===== src/design/nmea_rmc_time_extractor_core_defines.svh =====
// ----------------------------------------------------------------------------
// NMEA RMC time extractor: assertion macros
// Concurrent check shorthands shared by the files that assert.
// ----------------------------------------------------------------------------
`ifndef NMEA_RMC_TIME_EXTRACTOR_CORE_DEFINES_SVH
`define NMEA_RMC_TIME_EXTRACTOR_CORE_DEFINES_SVH

// Same-cycle implication, off during reset
`define NRTE_ASSERT_IMPLIES(label, ante, cons) \
  label: assert property (@(posedge clk) disable iff (!rst_n) (ante) |-> (cons)) \
    else $error("nrte: same-cycle check failed");

// Next-cycle implication, off during reset
`define NRTE_ASSERT_NEXT(label, ante, cons) \
  label: assert property (@(posedge clk) disable iff (!rst_n) (ante) |=> (cons)) \
    else $error("nrte: next-cycle check failed");

`endif


===== src/design/nrte_pkg.sv =====
// ----------------------------------------------------------------------------
// NMEA RMC time extractor: shared package
// Types, constants and lookup functions used by the parser front, the line
// queue and the conversion back end.
// ----------------------------------------------------------------------------
package nrte_pkg;

  // Line queue sizing
  localparam int QUEUE_DEPTH = 2;
  localparam int QPTR_W      = (QUEUE_DEPTH > 1) ? $clog2(QUEUE_DEPTH) : 1;
  localparam int QCNT_W      = $clog2(QUEUE_DEPTH + 1);

  // Sentence framing
  localparam logic [2:0] PREFIX_LEN      = 3'd6;
  localparam logic [2:0] BYTE_CNT_SAT    = 3'd7;
  localparam logic [3:0] FIELD_CNT_SAT   = 4'd15;
  localparam logic [3:0] COMMAS_REQUIRED = 4'd12;
  localparam logic [3:0] TIME_FIELD_IDX  = 4'd1;
  localparam logic [3:0] DATE_FIELD_IDX  = 4'd9;
  localparam logic [3:0] TIME_FIELD_LEN  = 4'd9;
  localparam logic [3:0] DATE_FIELD_LEN  = 4'd6;
  localparam logic [3:0] DIGIT_FIELD_LEN = 4'd6;
  localparam logic [3:0] FRAC_POS_LO     = 4'd7;
  localparam logic [3:0] FRAC_POS_HI     = 4'd8;

  // Character codes
  localparam logic [7:0] CHAR_COMMA = 8'h2C;
  localparam logic [7:0] CHAR_ZERO  = 8'h30;
  localparam logic [7:0] CHAR_NINE  = 8'h39;

  // Calendar and time constants
  localparam logic [15:0] DAYS_1970_TO_2000 = 16'd10957;
  localparam logic [31:0] SECS_PER_DAY      = 32'd86400;
  localparam logic [16:0] SECS_PER_HOUR     = 17'd3600;
  localparam logic [16:0] SECS_PER_MIN      = 17'd60;
  localparam logic [19:0] USEC_PER_TENTH    = 20'd100000;
  localparam logic [19:0] USEC_PER_HUNDR    = 20'd10000;
  localparam logic [31:0] EPOCH_MAX         = 32'd4102444799;
  localparam logic [19:0] USEC_MAX          = 20'd990000;

  // One finished line as handed from the front to the back end
  typedef struct packed {
    logic            hdr_ok;  // length, prefix, comma count and field checks passed
    logic [7:0][3:0] tdig;    // hhmmss then tenths and hundredths
    logic [5:0][3:0] ddig;    // ddmmyy
  } line_rec_t;

  // Conversion sequencer
  typedef enum logic [1:0] {
    BK_IDLE,
    BK_CHECK,
    BK_MUL,
    BK_SUM
  } back_state_t;

  // Expected sentence header "$GPRMC"
  function automatic logic [7:0] prefix_char(input logic [2:0] idx);
    logic [7:0] c;
    unique case (idx)
      3'd0:    c = 8'h24;
      3'd1:    c = 8'h47;
      3'd2:    c = 8'h50;
      3'd3:    c = 8'h52;
      3'd4:    c = 8'h4D;
      3'd5:    c = 8'h43;
      default: c = 8'h00;
    endcase
    return c;
  endfunction

  function automatic logic is_digit(input logic [7:0] c);
    return (c >= CHAR_ZERO) && (c <= CHAR_NINE);
  endfunction

  // Days before the first of a month (month 1..12), non-leap
  function automatic logic [8:0] days_before_month(input logic [3:0] mo);
    logic [8:0] d;
    unique case (mo)
      4'd1:    d = 9'd0;
      4'd2:    d = 9'd31;
      4'd3:    d = 9'd59;
      4'd4:    d = 9'd90;
      4'd5:    d = 9'd120;
      4'd6:    d = 9'd151;
      4'd7:    d = 9'd181;
      4'd8:    d = 9'd212;
      4'd9:    d = 9'd243;
      4'd10:   d = 9'd273;
      4'd11:   d = 9'd304;
      4'd12:   d = 9'd334;
      default: d = 9'd0;
    endcase
    return d;
  endfunction

  // Length of a month (month 1..12)
  function automatic logic [4:0] month_length(input logic [3:0] mo, input logic leap);
    logic [4:0] n;
    unique case (mo)
      4'd2:                         n = leap ? 5'd29 : 5'd28;
      4'd4, 4'd6, 4'd9, 4'd11:      n = 5'd30;
      4'd1, 4'd3, 4'd5, 4'd7,
      4'd8, 4'd10, 4'd12:           n = 5'd31;
      default:                      n = 5'd0;
    endcase
    return n;
  endfunction

endpackage


===== src/design/nmea_rmc_time_extractor_core.sv =====
// A line of NMEA text enters one byte per request, the last byte marked by
// in_end_of_line; that byte produces exactly one result request, other bytes
// none. The parser front takes one byte every cycle and stalls only while its
// two-entry line queue is full. The back end converts one queued line through
// queue read, range check and day count, day-to-second multiply and final
// sum, then holds the result in its output register until taken; it pops the
// next line only once that result is loaded. A result carries time_valid,
// epoch seconds for dates in 2000..2099 and microseconds from the two fraction
// digits; both numbers are zero when time_valid is low.
// ----------------------------------------------------------------------------
// NMEA RMC time extractor: top level
// Connects the parser front, the line queue and the conversion back end.
// ----------------------------------------------------------------------------
`include "nmea_rmc_time_extractor_core_defines.svh"

module nmea_rmc_time_extractor_core (
  input  logic        clk,
  input  logic        rst_n,
  input  logic        in_valid,
  output logic        in_stall,
  input  logic [7:0]  in_line_byte,
  input  logic        in_end_of_line,
  output logic        out_valid,
  input  logic        out_stall,
  output logic        out_time_valid,
  output logic [31:0] out_epoch_seconds,
  output logic [19:0] out_micro_seconds
);

  nrte_pkg::line_rec_t wr_rec;
  nrte_pkg::line_rec_t rd_rec;
  logic                q_push;
  logic                q_pop;
  logic                q_full;
  logic                q_empty;

  nrte_front u_front (
    .clk            (clk),
    .rst_n          (rst_n),
    .in_valid       (in_valid),
    .in_stall       (in_stall),
    .in_line_byte   (in_line_byte),
    .in_end_of_line (in_end_of_line),
    .q_full         (q_full),
    .q_push         (q_push),
    .q_rec          (wr_rec)
  );

  nrte_fifo u_fifo (
    .clk    (clk),
    .rst_n  (rst_n),
    .push   (q_push),
    .wr_rec (wr_rec),
    .pop    (q_pop),
    .rd_rec (rd_rec),
    .full   (q_full),
    .empty  (q_empty)
  );

  nrte_back u_back (
    .clk               (clk),
    .rst_n             (rst_n),
    .q_empty           (q_empty),
    .q_rec             (rd_rec),
    .q_pop             (q_pop),
    .out_valid         (out_valid),
    .out_stall         (out_stall),
    .out_time_valid    (out_time_valid),
    .out_epoch_seconds (out_epoch_seconds),
    .out_micro_seconds (out_micro_seconds)
  );

  // Never lose a line record to a full queue
  `NRTE_ASSERT_IMPLIES(a_no_push_when_full, q_push, !q_full)
  // Never pop an empty queue
  `NRTE_ASSERT_IMPLIES(a_no_pop_when_empty, q_pop, !q_empty)
  // Invalid results carry zero time
  `NRTE_ASSERT_IMPLIES(a_invalid_zero, out_valid && !out_time_valid, out_epoch_seconds == 32'd0 && out_micro_seconds == 20'd0)
  // Valid results stay inside the supported century and fraction range
  `NRTE_ASSERT_IMPLIES(a_valid_range, out_valid && out_time_valid, out_epoch_seconds <= nrte_pkg::EPOCH_MAX && out_micro_seconds <= nrte_pkg::USEC_MAX)

endmodule


===== src/design/nrte_fifo.sv =====
// ----------------------------------------------------------------------------
// NMEA RMC time extractor: line queue
// Short first-in first-out store of finished line records between the
// parser front and the conversion back end.
// ----------------------------------------------------------------------------
module nrte_fifo (
  input  logic               clk,
  input  logic               rst_n,
  input  logic               push,
  input  nrte_pkg::line_rec_t wr_rec,
  input  logic               pop,
  output nrte_pkg::line_rec_t rd_rec,
  output logic               full,
  output logic               empty
);

  nrte_pkg::line_rec_t               mem [nrte_pkg::QUEUE_DEPTH];
  logic [nrte_pkg::QPTR_W-1:0]       wr_ptr_r;
  logic [nrte_pkg::QPTR_W-1:0]       rd_ptr_r;
  logic [nrte_pkg::QCNT_W-1:0]       count_r;
  logic                              do_push;
  logic                              do_pop;

  localparam logic [nrte_pkg::QPTR_W-1:0] PTR_LAST = nrte_pkg::QPTR_W'(nrte_pkg::QUEUE_DEPTH - 1);
  localparam logic [nrte_pkg::QCNT_W-1:0] CNT_FULL = nrte_pkg::QCNT_W'(nrte_pkg::QUEUE_DEPTH);

  assign full    = (count_r == CNT_FULL);
  assign empty   = (count_r == '0);
  assign do_push = push && !full;
  assign do_pop  = pop && !empty;
  assign rd_rec  = mem[rd_ptr_r];

  // Store an incoming record
  always_ff @(posedge clk) begin
    if (do_push) begin
      mem[wr_ptr_r] <= wr_rec;
    end
  end

  // Advance pointers and occupancy
  always_ff @(posedge clk) begin
    if (!rst_n) begin
      wr_ptr_r <= '0;
      rd_ptr_r <= '0;
      count_r  <= '0;
    end else begin
      if (do_push) begin
        wr_ptr_r <= (wr_ptr_r == PTR_LAST) ? '0 : wr_ptr_r + 1'b1;
      end
      if (do_pop) begin
        rd_ptr_r <= (rd_ptr_r == PTR_LAST) ? '0 : rd_ptr_r + 1'b1;
      end
      if (do_push && !do_pop) begin
        count_r <= count_r + 1'b1;
      end else if (do_pop && !do_push) begin
        count_r <= count_r - 1'b1;
      end
    end
  end

endmodule


===== src/design/nrte_front.sv =====
// ----------------------------------------------------------------------------
// NMEA RMC time extractor: parser front
// Takes one line byte per cycle unless the line queue is full; tracks header,
// commas, field lengths, time and date digits and queues a record at line end.
// ----------------------------------------------------------------------------
module nrte_front (
  input  logic                clk,
  input  logic                rst_n,
  input  logic                in_valid,
  output logic                in_stall,
  input  logic [7:0]          in_line_byte,
  input  logic                in_end_of_line,
  input  logic                q_full,
  output logic                q_push,
  output nrte_pkg::line_rec_t q_rec
);

  logic [2:0]      byte_cnt_r, byte_cnt_nxt;
  logic            mism_r, mism_nxt;
  logic [3:0]      comma_cnt_r, comma_cnt_nxt;
  logic [3:0]      chars_r, chars_nxt;
  logic            ferr_r, ferr_nxt;
  logic [7:0][3:0] tdig_r, tdig_nxt;
  logic [5:0][3:0] ddig_r, ddig_nxt;
  logic            acc;
  logic            byte_is_digit;
  logic [2:0]      frac_slot;

  // Hold off requests while the line queue is full
  assign in_stall      = q_full;
  assign acc           = in_valid && !q_full;
  assign q_push        = acc && in_end_of_line;
  assign byte_is_digit = nrte_pkg::is_digit(in_line_byte);
  assign frac_slot     = chars_r[2:0] - 3'd1;

  // Update the line state for the current byte
  always_comb begin
    byte_cnt_nxt  = byte_cnt_r;
    mism_nxt      = mism_r;
    comma_cnt_nxt = comma_cnt_r;
    chars_nxt     = chars_r;
    ferr_nxt      = ferr_r;
    tdig_nxt      = tdig_r;
    ddig_nxt      = ddig_r;

    if (byte_cnt_r < nrte_pkg::PREFIX_LEN &&
        in_line_byte != nrte_pkg::prefix_char(byte_cnt_r)) begin
      mism_nxt = 1'b1;
    end
    if (byte_cnt_r < nrte_pkg::BYTE_CNT_SAT) begin
      byte_cnt_nxt = byte_cnt_r + 3'd1;
    end

    if (in_line_byte == nrte_pkg::CHAR_COMMA) begin
      // Close the field and check its length
      if (comma_cnt_r == nrte_pkg::TIME_FIELD_IDX && chars_r != nrte_pkg::TIME_FIELD_LEN) begin
        ferr_nxt = 1'b1;
      end
      if (comma_cnt_r == nrte_pkg::DATE_FIELD_IDX && chars_r != nrte_pkg::DATE_FIELD_LEN) begin
        ferr_nxt = 1'b1;
      end
      if (comma_cnt_r < nrte_pkg::FIELD_CNT_SAT) begin
        comma_cnt_nxt = comma_cnt_r + 4'd1;
      end
      chars_nxt = '0;
    end else begin
      // Capture digits of the time and date fields
      if (comma_cnt_r == nrte_pkg::TIME_FIELD_IDX) begin
        if (chars_r < nrte_pkg::DIGIT_FIELD_LEN) begin
          if (byte_is_digit) begin
            tdig_nxt[chars_r[2:0]] = in_line_byte[3:0];
          end else begin
            ferr_nxt = 1'b1;
          end
        end else if (chars_r == nrte_pkg::FRAC_POS_LO || chars_r == nrte_pkg::FRAC_POS_HI) begin
          if (byte_is_digit) begin
            tdig_nxt[frac_slot] = in_line_byte[3:0];
          end else begin
            ferr_nxt = 1'b1;
          end
        end
      end else if (comma_cnt_r == nrte_pkg::DATE_FIELD_IDX) begin
        if (chars_r < nrte_pkg::DIGIT_FIELD_LEN) begin
          if (byte_is_digit) begin
            ddig_nxt[chars_r[2:0]] = in_line_byte[3:0];
          end else begin
            ferr_nxt = 1'b1;
          end
        end
      end
      if (chars_r < nrte_pkg::FIELD_CNT_SAT) begin
        chars_nxt = chars_r + 4'd1;
      end
    end
  end

  // Build the record for the end-marked byte
  always_comb begin
    q_rec.hdr_ok = (byte_cnt_nxt == nrte_pkg::BYTE_CNT_SAT) && !mism_nxt && !ferr_nxt &&
                   (comma_cnt_nxt == nrte_pkg::COMMAS_REQUIRED);
    q_rec.tdig   = tdig_nxt;
    q_rec.ddig   = ddig_nxt;
  end

  // Advance control state, clear it after the last byte of a line
  always_ff @(posedge clk) begin
    if (!rst_n) begin
      byte_cnt_r  <= '0;
      mism_r      <= 1'b0;
      comma_cnt_r <= '0;
      chars_r     <= '0;
      ferr_r      <= 1'b0;
    end else if (acc) begin
      if (in_end_of_line) begin
        byte_cnt_r  <= '0;
        mism_r      <= 1'b0;
        comma_cnt_r <= '0;
        chars_r     <= '0;
        ferr_r      <= 1'b0;
      end else begin
        byte_cnt_r  <= byte_cnt_nxt;
        mism_r      <= mism_nxt;
        comma_cnt_r <= comma_cnt_nxt;
        chars_r     <= chars_nxt;
        ferr_r      <= ferr_nxt;
      end
    end
  end

  // Hold captured digits; every digit of a passing line is rewritten
  always_ff @(posedge clk) begin
    if (acc) begin
      tdig_r <= tdig_nxt;
      ddig_r <= ddig_nxt;
    end
  end

endmodule


===== src/design/nrte_back.sv =====
// ----------------------------------------------------------------------------
// NMEA RMC time extractor: conversion back end
// Pops one line record, checks value ranges, counts days since 1970 and
// forms epoch seconds and microseconds in an output register.
// ----------------------------------------------------------------------------
module nrte_back (
  input  logic                clk,
  input  logic                rst_n,
  input  logic                q_empty,
  input  nrte_pkg::line_rec_t q_rec,
  output logic                q_pop,
  output logic                out_valid,
  input  logic                out_stall,
  output logic                out_time_valid,
  output logic [31:0]         out_epoch_seconds,
  output logic [19:0]         out_micro_seconds
);

  nrte_pkg::back_state_t state_r, state_nxt;

  logic        ld_days;
  logic        ld_prod;
  logic        ld_out;
  logic        out_valid_r;
  logic        out_tv_r;
  logic [31:0] out_sec_r;
  logic [19:0] out_usec_r;

  logic [6:0]  hh_r, mi_r, ss_r, dd_r, mo_r, yy_r;
  logic [3:0]  tenth_r, hundr_r;
  logic        hdr_ok_r;
  logic        ok_r;
  logic [15:0] days_r;
  logic [31:0] prod_r;
  logic [16:0] hms_r;
  logic [19:0] usec_r;

  logic        leap;
  logic [4:0]  mlen;
  logic        range_ok;
  logic [7:0]  yy_quarter;
  logic [15:0] days_c;

  // Sequence one line through check, multiply and sum
  always_comb begin
    state_nxt = state_r;
    q_pop     = 1'b0;
    ld_days   = 1'b0;
    ld_prod   = 1'b0;
    ld_out    = 1'b0;
    unique case (state_r)
      nrte_pkg::BK_IDLE: begin
        if (!q_empty) begin
          q_pop     = 1'b1;
          state_nxt = nrte_pkg::BK_CHECK;
        end
      end
      nrte_pkg::BK_CHECK: begin
        ld_days   = 1'b1;
        state_nxt = nrte_pkg::BK_MUL;
      end
      nrte_pkg::BK_MUL: begin
        ld_prod   = 1'b1;
        state_nxt = nrte_pkg::BK_SUM;
      end
      nrte_pkg::BK_SUM: begin
        if (!out_valid_r || !out_stall) begin
          ld_out    = 1'b1;
          state_nxt = nrte_pkg::BK_IDLE;
        end
      end
      default: state_nxt = nrte_pkg::BK_IDLE;
    endcase
  end

  always_ff @(posedge clk) begin
    if (!rst_n) begin
      state_r <= nrte_pkg::BK_IDLE;
    end else begin
      state_r <= state_nxt;
    end
  end

  // Range checks and day count from the registered fields
  always_comb begin
    leap       = (yy_r[1:0] == 2'd0);
    mlen       = nrte_pkg::month_length(mo_r[3:0], leap);
    range_ok   = (hh_r <= 7'd23) && (mi_r <= 7'd59) && (ss_r <= 7'd59) &&
                 (mo_r >= 7'd1) && (mo_r <= 7'd12) && (dd_r >= 7'd1) &&
                 (dd_r <= {2'b00, mlen});
    yy_quarter = (8'(yy_r) + 8'd3) >> 2;
    days_c     = nrte_pkg::DAYS_1970_TO_2000 + 16'(yy_r) * 16'd365 + 16'(yy_quarter) +
                 16'(nrte_pkg::days_before_month(mo_r[3:0])) + 16'(dd_r) - 16'd1 +
                 16'((mo_r > 7'd2) && leap);
  end

  // Load decimal fields from the popped record
  always_ff @(posedge clk) begin
    if (q_pop) begin
      hh_r     <= 7'(q_rec.tdig[0]) * 7'd10 + 7'(q_rec.tdig[1]);
      mi_r     <= 7'(q_rec.tdig[2]) * 7'd10 + 7'(q_rec.tdig[3]);
      ss_r     <= 7'(q_rec.tdig[4]) * 7'd10 + 7'(q_rec.tdig[5]);
      tenth_r  <= q_rec.tdig[6];
      hundr_r  <= q_rec.tdig[7];
      dd_r     <= 7'(q_rec.ddig[0]) * 7'd10 + 7'(q_rec.ddig[1]);
      mo_r     <= 7'(q_rec.ddig[2]) * 7'd10 + 7'(q_rec.ddig[3]);
      yy_r     <= 7'(q_rec.ddig[4]) * 7'd10 + 7'(q_rec.ddig[5]);
      hdr_ok_r <= q_rec.hdr_ok;
    end
    if (ld_days) begin
      ok_r   <= hdr_ok_r && range_ok;
      days_r <= days_c;
    end
    if (ld_prod) begin
      prod_r <= 32'(days_r) * nrte_pkg::SECS_PER_DAY;
      hms_r  <= 17'(hh_r) * nrte_pkg::SECS_PER_HOUR + 17'(mi_r) * nrte_pkg::SECS_PER_MIN +
                17'(ss_r);
      usec_r <= 20'(tenth_r) * nrte_pkg::USEC_PER_TENTH +
                20'(hundr_r) * nrte_pkg::USEC_PER_HUNDR;
    end
  end

  // Output register: fill on completion, drop when taken
  always_ff @(posedge clk) begin
    if (!rst_n) begin
      out_valid_r <= 1'b0;
    end else begin
      out_valid_r <= ld_out || (out_valid_r && out_stall);
    end
  end

  always_ff @(posedge clk) begin
    if (ld_out) begin
      out_tv_r   <= ok_r;
      out_sec_r  <= ok_r ? prod_r + 32'(hms_r) : '0;
      out_usec_r <= ok_r ? usec_r : '0;
    end
  end

  assign out_valid         = out_valid_r;
  assign out_time_valid    = out_tv_r;
  assign out_epoch_seconds = out_sec_r;
  assign out_micro_seconds = out_usec_r;

endmodule


===== config.mk =====
export PLATFORM = sky130hd
export DESIGN_NAME = nmea_rmc_time_extractor_core
export DESIGN_NICKNAME = d
export VERILOG_FILES = /design/src/design/nrte_pkg.sv /design/src/design/nmea_rmc_time_extractor_core.sv /design/src/design/nrte_fifo.sv /design/src/design/nrte_front.sv /design/src/design/nrte_back.sv
export VERILOG_INCLUDE_DIRS = /design/src /design/src/design
export SDC_FILE = /design/constraint.sdc
export NUM_CORES = 1
export LEC_CHECK = 0
export BUFFER_PORTS_ARGS = -buffer_cell sky130_fd_sc_hd__buf_2
export CAP_MARGIN = 20
export CORE_MARGIN = 1.5
export CORE_UTILIZATION = 60
export CTS_BUF_LIST = sky130_fd_sc_hd__clkbuf_4 sky130_fd_sc_hd__clkbuf_8
export DETAILED_ROUTE_END_ITERATION = 6
export MAX_ROUTING_LAYER = met4
export PLACE_DENSITY = 0.88
export SYNTH_ARGS = -nofsm -noshare
export SYNTH_HDL_FRONTEND = slang
export SYNTH_SLANG_ARGS = --single-unit

===== constraint.sdc =====
create_clock -name clk -period 6 [get_ports clk]
set_input_delay 1.2 -clock clk [delete_from_list [all_inputs] [get_ports clk]]
set_output_delay 1.2 -clock clk [all_outputs]
set_load 0.1 [all_outputs]

==> flow_metrics.env <==
export IMPL_critPathMaxFanout=6
export IMPL_port_buffers=63
export IMPL_period_share_pct=96.1
export IMPL_synth_area_per_cell_um2=12.2
export IMPL_final_common_cell="edfxtp_1"
export IMPL_routed_wl_um=46800
export IMPL_place_congestion=0.904
export IMPL_fill_cells=2770
export IMPL_antenna_found_initial=1
export IMPL_wire_per_inst_um=17.2
export IMPL_drt_initial_drc_count=951
export IMPL_synth_top_flop_cell="edfxtp_1"
export IMPL_hold_class="flop to flop"
export IMPL_crit_type="flop to flop"
export IMPL_ioPinCount=68
export IMPL_critPathCaptureType="flop"
export IMPL_r2r_setup_slack_ps=230
export IMPL_first_pass_iters=5
export IMPL_core_area_mm2=0.0408
export IMPL_period_needed_ps=5770
export IMPL_async_flop_share_pct=0
export IMPL_multiInputGateArea_mm2=0.0126
export IMPL_tightest_slew_ps=957
export IMPL_vias=15307
export IMPL_via_per_inst=5.62
export IMPL_drive_above_1_share_pct=14.1
export IMPL_syn_to_final_growth_pct=8.38
export IMPL_clock_skew_final_ps=37.9
export IMPL_worstPathArrival_ps=6170
export IMPL_clk_latency_ps=670
export IMPL_grt_pass1_wl_um=77800
export IMPL_grt_usage_pct=23.5
export IMPL_final_antenna_net_count=0
export IMPL_ys_types=78
export IMPL_die_area_mm2=0.0426
export IMPL_grt_overflow=0
export IMPL_fp_dieH_um=206
export IMPL_clkTransAtPathRegs_ps=60
export IMPL_cts_buffer_depth=3
export IMPL_yosys_register_bits=375
export IMPL_worst_slack_ps=233
export IMPL_start_kind="flop"
export IMPL_start_util_pct=60.8
export IMPL_slew_headroom_pct=35.7
export IMPL_cts_max_level=2
export IMPL_synthCells=2039
export IMPL_rows=74
export IMPL_synth_warnings=0
export IMPL_maxSlewViolCount=0
export IMPL_fin_util_pct=65.9
export IMPL_drc=0
export IMPL_max_freq_ghz=0.173
export IMPL_fin_nets=2599
export IMPL_hold_viol=0
export IMPL_cts_root_buf="clkbuf_8"
export IMPL_seq_area_frac_synth_pct=44.1
export IMPL_setup_viol=0
export IMPL_grt_pass1_vias=16352
export IMPL_required_ps=6400
export IMPL_most_common_layout_cells="edfxtp_1, ha_1, inv_1, a21oi_1, fa_1"
export IMPL_status="finished clean"
export IMPL_pre_cts_slack_ps=180
export IMPL_cts_inserted_buffers=58
export IMPL_die_w_um=206
export IMPL_grt_start_max_net_pins=66
export IMPL_synth_edf_count=345
export IMPL_synth_area_mm2=0.0248
export IMPL_detailed_place_hpwl_um=33500
export IMPL_numClockSinks=375
export IMPL_register_area_mm2=0.0110
export IMPL_cts_tree="done"
export IMPL_maxCapViolations=0
==> per-stage QoR <==
stage | cell area, µm² | TNS, ps | hold slack (ps) | instances
6_report | 26900 | 0 | 425 | 2726
5_1_grt | 26900 | -23.1 | 453 | 2726
4_1_cts | 26900 | 0 | 429 | 2720
3_5_place_dp | 25700 | 0 | 415 | 2613
3_3_place_gp | 25700 | 0 | 413 | 2613
2_1_floorplan | 24900 | 0 | 400 | 2042
==> synthesized netlist by cell type, types with 17 or more instances <==
cell type	count	share of area (%)
edfxtp_1	345	42
ha_1	333	17
inv_1	288	4.4
a21oi_1	112	2.3
fa_1	107	8.6
xnor2_1	97	3.4
nor2_1	90	1.4
mux2_2	86	3.9
o21ai_0	71	1.4
nand2_1	66	1.0
xor2_1	39	1.4
a21o_1	32	0.97
dfxtp_1	30	2.4
nor3_1	28	0.56
and2_1	25	0.63
nand3_1	19	0.38
nor2b_1	19	0.48
mux2i_1	17	0.69
==> worst paths after layout <==
kind | from | endpoint | cells after the start
setup / recovery | u_back.yy_r[3]$_DFFE_PP_ | u_back.days_r[15]$_DFFE_PN_ | 19
hold / removal | u_back.ss_r[1]$_DFFE_PP_ | u_back.hms_r[1]$_DFFE_PP_ | 0
setup reg to reg | u_back.yy_r[3]$_DFFE_PP_ | u_back.days_r[15]$_DFFE_PN_ | 19
hold reg to reg | u_back.ss_r[1]$_DFFE_PP_ | u_back.hms_r[1]$_DFFE_PP_ | 0
==> sequential cells by signal, indices dropped and copies added, names as in the netlist, 2 cells and up, named ones only <==
signal                    cells
u_back.out_epoch_seconds     32
u_back.mo_r                   7
u_back.days_r                16
u_front.comma_cnt_r           4
u_back.hundr_r                4
u_front.tdig_r               32
u_back.tenth_r                4
u_back.prod_r                25
u_back.dd_r                   7
u_fifo.count_r                2
u_back.yy_r                   7
u_front.ddig_r               24
u_back.usec_r                16
u_back.mi_r                   7
u_front.byte_cnt_r            3
u_back.hh_r                   7
u_fifo.mem                  114
u_back.ss_r                   7
u_front.chars_r               4
u_back.hms_r                 17
u_back.out_micro_seconds     16
u_back.state_r                2
==> critical path, stage by stage (launching register included) <==
cell and delay (ps):
edfxtp_1 550, ha_1 320, nor2b_1 240, nand2_1 100, fa_1 460, fa_1 520
inv_1 50, fa_1 470, inv_1 50, fa_1 530, inv_1 60, fa_1 470
ha_1 350, inv_1 60, o21ai_0 290, nand3_1 130, and3_1 190, o41ai_1 370
a21oi_1 130, xor2_1 160
==> cells by family after synthesis <==
family / after synthesis / synth area share, %
compound gates: 308 / 7.54
xor+xnor: 142 / 5.34
fa+ha+maj: 440 / 25.4
buf+inv: 321 / 5.12
flops: 375 / 44.1
mux: 112 / 5.08
other cells: 1 / 0.0151
simple gates: 340 / 7.39
==> routing by layer <==
metal	vias to the layer above	routed length, µm	GRT usage [%]
met5	-	0	-
met4	0	1450	9.08
met3	132	2110	3.53
met2	408	24000	41.7
met1	7378	19200	26.7
li1	7389	-	-
==> repair_timing <==
item                       4_1_cts  5_1_grt
hold buffers                     0        0
resized for setup                0        0
buffers inserted                 0        3
hold endpoints to repair         0        0
setup endpoints to repair        0        4
==> area by class of cell <==
cell class	count	area share (%)
multi-input combinational	1346	47.0
antenna	1	0.00930
sequential	375	40.7
timing repair buffer	76	1.58
clock buffer	76	3.51
clock inverter	31	0.716
tap	532	2.47
inverter	289	4.03
Power is not shown: default switching activity piles up to over one toggle a cycle in this logic, so the estimate is an artifact.
